`src/hw/rtl/deadline_timer_queue_assert.svh`:
```
// Assertion macros for the deadline timer queue.
// Included by the top level; relies on nothing else.
`ifndef DEADLINE_TIMER_QUEUE_ASSERT_SVH
`define DEADLINE_TIMER_QUEUE_ASSERT_SVH

// Same-cycle implication, disabled while reset is high.
`define DTQ_ASSERT_SAME(label, clk, rst, ante, cons, msg) \
   label: assert property (@(posedge clk) disable iff (rst) (ante) |-> (cons)) \
      else $error(msg);

// Next-cycle implication, disabled while reset is high.
`define DTQ_ASSERT_NEXT(label, clk, rst, ante, cons, msg) \
   label: assert property (@(posedge clk) disable iff (rst) (ante) |=> (cons)) \
      else $error(msg);

`endif

```
`src/hw/rtl/dtq_pkg.sv`:
```
// Shared types, codes and helpers of the deadline timer queue.
// No dependencies; imported by the front end, the engine and the top level.
package dtq_pkg;

   localparam int TIME_W = 48;
   localparam int DUR_W  = 31;

   // Operation codes after classification by the front end.
   localparam logic [2:0] OP_TICK    = 3'd0;
   localparam logic [2:0] OP_CREATE  = 3'd1;
   localparam logic [2:0] OP_SET     = 3'd2;
   localparam logic [2:0] OP_SET_AT  = 3'd3;
   localparam logic [2:0] OP_RUN     = 3'd4;
   localparam logic [2:0] OP_FOREVER = 3'd5;
   localparam logic [2:0] OP_RESET   = 3'd6;
   localparam logic [2:0] OP_NOP     = 3'd7;

   // Result kinds.
   localparam logic [1:0] KIND_OK   = 2'd0;
   localparam logic [1:0] KIND_ERR  = 2'd1;
   localparam logic [1:0] KIND_WAKE = 2'd2;
   localparam logic [1:0] KIND_DONE = 2'd3;

   // Timer modes.
   localparam logic [1:0] MODE_ONESHOT = 2'd0;
   localparam logic [1:0] MODE_RUN     = 2'd1;
   localparam logic [1:0] MODE_FOREVER = 2'd2;

   typedef struct packed {
      logic [2:0]        op;
      logic [3:0]        id;
      logic [TIME_W-1:0] now;
      logic [TIME_W-1:0] when;
      logic [DUR_W-1:0]  dur;
      logic [DUR_W-1:0]  lim;
   } cmd_type;

   typedef struct packed {
      logic       busy;
      logic [8:0] qlen;
   } stat_type;

   // Saturating time addition.
   function automatic logic [TIME_W-1:0] time_add(logic [TIME_W-1:0] a,
                                                  logic [TIME_W-1:0] b);
      logic [TIME_W:0] s;
      s = {1'b0, a} + {1'b0, b};
      return s[TIME_W] ? {TIME_W{1'b1}} : s[TIME_W-1:0];
   endfunction

endpackage

```
`src/hw/rtl/dtq_if.sv`:
```
// Request and response channel interfaces of the deadline timer queue.
// No dependencies.
interface dtq_req_if;
   logic        valid;
   logic        ready;
   logic [2:0]  func;
   logic [3:0]  timer_id;
   logic [47:0] now_ms;
   logic [47:0] when_ms;
   logic [30:0] duration_ms;
   logic [30:0] timeout_limit;

   modport source (output valid, func, timer_id, now_ms, when_ms, duration_ms,
                   timeout_limit, input ready);
   modport sink   (input valid, func, timer_id, now_ms, when_ms, duration_ms,
                   timeout_limit, output ready);
endinterface


```
`src/hw/rtl/dtq_front.sv`:
```
// Front end: accepts requests, classifies them and holds them in a short queue.
// Depends on dtq_pkg and dtq_req_if.
module dtq_front
   import dtq_pkg::*;
#(
   parameter int TIMERS = 16
) (
   input  logic     clock,
   input  logic     reset,
   dtq_req_if.sink  req_ch,
   output logic     cmd_valid,
   output cmd_type  cmd,
   input  logic     cmd_pop
);

   cmd_type    slot_ff [2];
   cmd_type    slot_in [2];
   logic [1:0] count_ff, count_in;
   cmd_type    classified;
   logic       push;

   // Requests other than ticks with an id beyond the bank become no-operations.
   always_comb begin
      classified.op   = req_ch.func;
      classified.id   = req_ch.timer_id;
      classified.now  = req_ch.now_ms;
      classified.when = req_ch.when_ms;
      classified.dur  = req_ch.duration_ms;
      classified.lim  = req_ch.timeout_limit;
      if (req_ch.func != OP_TICK && {5'd0, req_ch.timer_id} >= 9'(TIMERS)) begin
         classified.op = OP_NOP;
      end
   end

   assign req_ch.ready = (count_ff != 2'd2);
   assign push      = req_ch.valid && req_ch.ready;
   assign cmd_valid = (count_ff != 2'd0);
   assign cmd       = slot_ff[0];

   always_comb begin
      slot_in  = slot_ff;
      count_in = count_ff;
      if (cmd_pop && cmd_valid) begin
         slot_in[0] = slot_ff[1];
         count_in   = count_in - 2'd1;
      end
      if (push) begin
         slot_in[count_in[0]] = classified;
         count_in = count_in + 2'd1;
      end
   end

   always_ff @(posedge clock) begin
      slot_ff <= slot_in;
      if (reset) begin
         count_ff <= 2'd0;
      end else begin
         count_ff <= count_in;
      end
   end

endmodule

```
`src/flat_wrapper.sv`:
```
// flat-port wrapper written by rule: the top's interface ports become plain ports
module dtq_front_flat import dtq_pkg::*;
#(
   parameter int TIMERS = 16
)
  (clock, reset, cmd_valid, cmd, cmd_pop, req_ch_valid, req_ch_func, req_ch_timer_id, req_ch_now_ms, req_ch_when_ms, req_ch_duration_ms, req_ch_timeout_limit, req_ch_ready);
  dtq_req_if req_ch_i ();
  input  logic clock;
  input  logic reset;
  output logic cmd_valid;
  output cmd_type cmd;
  input  logic cmd_pop;
  input wire logic [$bits(req_ch_i.valid)-1:0] req_ch_valid;
  input wire logic [$bits(req_ch_i.func)-1:0] req_ch_func;
  input wire logic [$bits(req_ch_i.timer_id)-1:0] req_ch_timer_id;
  input wire logic [$bits(req_ch_i.now_ms)-1:0] req_ch_now_ms;
  input wire logic [$bits(req_ch_i.when_ms)-1:0] req_ch_when_ms;
  input wire logic [$bits(req_ch_i.duration_ms)-1:0] req_ch_duration_ms;
  input wire logic [$bits(req_ch_i.timeout_limit)-1:0] req_ch_timeout_limit;
  output wire logic [$bits(req_ch_i.ready)-1:0] req_ch_ready;
  assign req_ch_i.valid = req_ch_valid;
  assign req_ch_i.func = req_ch_func;
  assign req_ch_i.timer_id = req_ch_timer_id;
  assign req_ch_i.now_ms = req_ch_now_ms;
  assign req_ch_i.when_ms = req_ch_when_ms;
  assign req_ch_i.duration_ms = req_ch_duration_ms;
  assign req_ch_i.timeout_limit = req_ch_timeout_limit;
  assign req_ch_ready = req_ch_i.ready;
  dtq_front #(.TIMERS(TIMERS)) u_core (.clock(clock), .reset(reset), .req_ch(req_ch_i), .cmd_valid(cmd_valid), .cmd(cmd), .cmd_pop(cmd_pop));
endmodule
```
`config.mk`:
```
export PLATFORM = sky130hd
export DESIGN_NAME = dtq_front_flat
export DESIGN_NICKNAME = d
export VERILOG_FILES = /design/src/hw/rtl/deadline_timer_queue_assert.svh /design/src/hw/rtl/dtq_pkg.sv /design/src/hw/rtl/dtq_if.sv /design/src/hw/rtl/dtq_front.sv /design/src/flat_wrapper.sv
export SDC_FILE = /design/constraint.sdc
export NUM_CORES = 1
export LEC_CHECK = 0
export ABC_AREA = 1
export BUFFER_PORTS_ARGS = -buffer_cell sky130_fd_sc_hd__buf_2
export CAP_MARGIN = 25
export CORE_ASPECT_RATIO = 1.2
export CORE_UTILIZATION = 54
export DETAILED_ROUTE_END_ITERATION = 7
export PLACE_DENSITY_LB_ADDON = 0.12
export SYNTH_ARGS = -nofsm -noshare
export SYNTH_HDL_FRONTEND = slang
export SYNTH_SLANG_ARGS = --single-unit
export TNS_END_PERCENT = 30
```
`constraint.sdc`:
```
create_clock -name clock -period 7.6 [get_ports clock]
set_input_delay 1.52 -clock clock [delete_from_list [all_inputs] [get_ports clock]]
set_output_delay 1.52 -clock clock [all_outputs]
set_load 0.03 [all_outputs]
```
==> results.json <==
{
  "clockRootBuffer": "clkbuf_16",
  "yosysWarnings": 0,
  "io_pins": 336,
  "finalSetupTns_ns": 0,
  "slowest_delay_ns": 0.62,
  "placed_cell_area_mm2": 0.0146,
  "start_util_pct": 54.8,
  "path_max_fanout": 83,
  "max_freq_mhz": 279,
  "hpwl_mm": 17.2,
  "crit_top_cell": "nand2_1",
  "path_cells": "buf_2 > nand2_8 > nand2_1 > nand2_1 > ha_4 > buf_4",
  "seq_area_mm2": 0.00830,
  "grt_max_degree": 167,
  "layout_worst_path_cycle_share_pct": 47.1,
  "stdcell_area_mm2": 0.0157,
  "grt_util_all_layers_pct": 20.8,
  "ir_drop_v": 0.000264,
  "seq_area_frac_synth_pct": 59.4,
  "nNetsFinal": 1904,
  "fin_skew_ns": 0.0121,
  "portBuffers": 335,
  "numCtsBuffers": 35,
  "cp_slowest_cell": "buf_4",
  "grt_setup_unrepaired": "no",
  "fill_cells": 2306,
  "highest_layer": "met5",
  "syn_avg_cell_area_um2": 8.79,
  "clock_path_buffers": 3,
  "place_congestion": 0.751,
  "slew_violations": 0,
  "cts_hold_buf": 0,
  "hold_violations": 0,
  "worst_pin_slew_ns": 1.02,
  "cp-start-kind": "primary input",
  "met3RoutedLength_mm": 2.42,
  "grt_first_pass_wirelength_mm": 43.7,
  "fin_total_pwr_w": 0.00736,
  "drc": 0,
  "syn_area_mm2": 0.0140,
  "die_h_um": 178,
  "antenna_found_initial": 7,
  "hold_path_class": "register to register",
  "synth_top_area_share_pct": 35.5,
  "clock-sinks": 332,
  "crit_type": "primary input to register",
  "grt_pass1_vias": 8816,
  "path_clk_slew_ns": 0.06,
  "setup_viol": 0,
  "cts_setup_buffers": 0,
  "grt_overflow": 0,
  "rows": 64,
  "end_kind": "register",
  "cts_resized": 0,
  "vias": 9473,
  "ant_nets": 0,
  "final_common_cell": "nand2_1",
  "drive_above_1_share_pct": 22.8,
  "dr_wl_met2_mm": 13.4,
  "worstSkewPairLatency_ns": 0.50,
  "wl_per_cell_um": 13.5,
  "max_slew_margin_pct": 32.3,
  "routed_via_density": 4.53,
  "routed_wirelength_mm": 28.1,
  "synth_cell_types": 16,
  "yosys.area.top_type": "edfxtp_1",
  "period_minus_slack_ns": 3.58,
  "synthToLayoutAreaGrowth_pct": 12.6,
  "synth_nets": 1760,
  "drv_cap": 0,
  "multi_input_area_mm2": 0.00346,
  "synth_area_leaders": "edfxtp_1 35%, dfxtp_1 24%, nand2_1 18%, buf_4 9.0%, inv_1 4.6%",
  "fp.coreArea_mm2": 0.0255,
  "dr.pass1.iters": 4,
  "fp.dieArea_mm2": 0.0265,
  "required_ns": 7.73,
  "ys_ff_latch": 332,
  "final_cell_mix": "669 x nand2_1, 335 x buf_2, 171 x inv_1, 167 x dfxtp_1, 165 x edfxtp_1",
  "synthCells": 1588,
  "ctsHtreeMaxLevel": 2,
  "cts_tree": "done",
  "power.density_mw_per_mm2": 468,
  "status": "finished, final reports clean",
  "first_iter_violations": 477,
  "met1Wirelength_mm": 11.6,
  "critPathArrivalTime_ns": 3.70,
  "total_leakage_power_nw": 7.91,
  "fp.dieW_um": 149
}
[through the flow]
stage | utilization [%] | hold slack (ns) | cells | setup WS, ns
floorplan | - | 0.507 | 1588 | 1.40
global placement | 57.3 | 0.512 | 2024 | 3.53
detailed placement | 57.3 | 0.523 | 2024 | 3.50
CTS | 61.6 | 0.537 | 2087 | 4.02
global route | 61.7 | 0.562 | 2090 | 3.89
finish | 61.7 | 0.533 | 2090 | 4.02
[worst max-delay path: cells and delay by family]
family        cells  cell delay, ns
simple gates      3            0.77
buf+inv           2            0.76
fa+ha+maj         1            0.49
[cell usage after synthesis]
library cell,count
nor2_2,1
nand3_2,1
edfxtp_1,165
clkbuf_1,9
nand2_1,669
o21ai_1,62
dfxtp_1,167
ha_1,3
inv_2,2
o21ai_0,103
nand3_1,2
buf_2,60
nand2_2,1
inv_1,171
buf_4,168
nor2_1,4
[worst paths after layout]
check	startpoint	end	slack [ns]	depth (start not counted)
min	register	u_core.cmd[85]	0.53	4
min reg2reg	register	u_core.cmd[85]	0.53	4
max	cmd_pop	register	4.02	6
max reg2reg	u_core.count_ff[0]	register	4.43	8
[area by class of cell]
type | instances | share of cell area, %
multi-input combinational | 846 | 22.0
antenna | 2 | 0.0318
clock buffer | 53 | 6.53
timing repair buffer | 344 | 11.4
sequential | 332 | 52.8
tap | 330 | 2.63
clock inverter | 10 | 0.509
inverter | 173 | 4.13
[power by group]
part / leakage [nW] / switching [W] / internal, W / total, W
clock network: 0.542 / 0.000668 / 0.000968 / 0.00164
logic: 4.45 / 0.00207 / 0.000827 / 0.00290
registers: 2.92 / 0.000242 / 0.00258 / 0.00283
total: 7.91 / 0.00298 / 0.00438 / 0.00736
[logic make-up (layout without fill, tap and decap cells)]
family	after synthesis	count (layout)	synth area share [%]
AO/OA/AOI/OAI	165	165	5.91
other	0	2	0
AND/OR/NAND/NOR	678	678	18.3
buffers and inverters	410	580	16.1
adder cells (fa/ha/maj)	3	3	0.269
flip-flops	332	332	59.4
[per-layer routing]
metal / up-vias / global-route usage, %
met2: 261 / 34.9
met5: - / 0
met4: 8 / 7.06
met1: 4099 / 25.2
li1: 5053 / -
met3: 52 / 6.57
No activity file was read; power rests on OpenSTA's default activity.
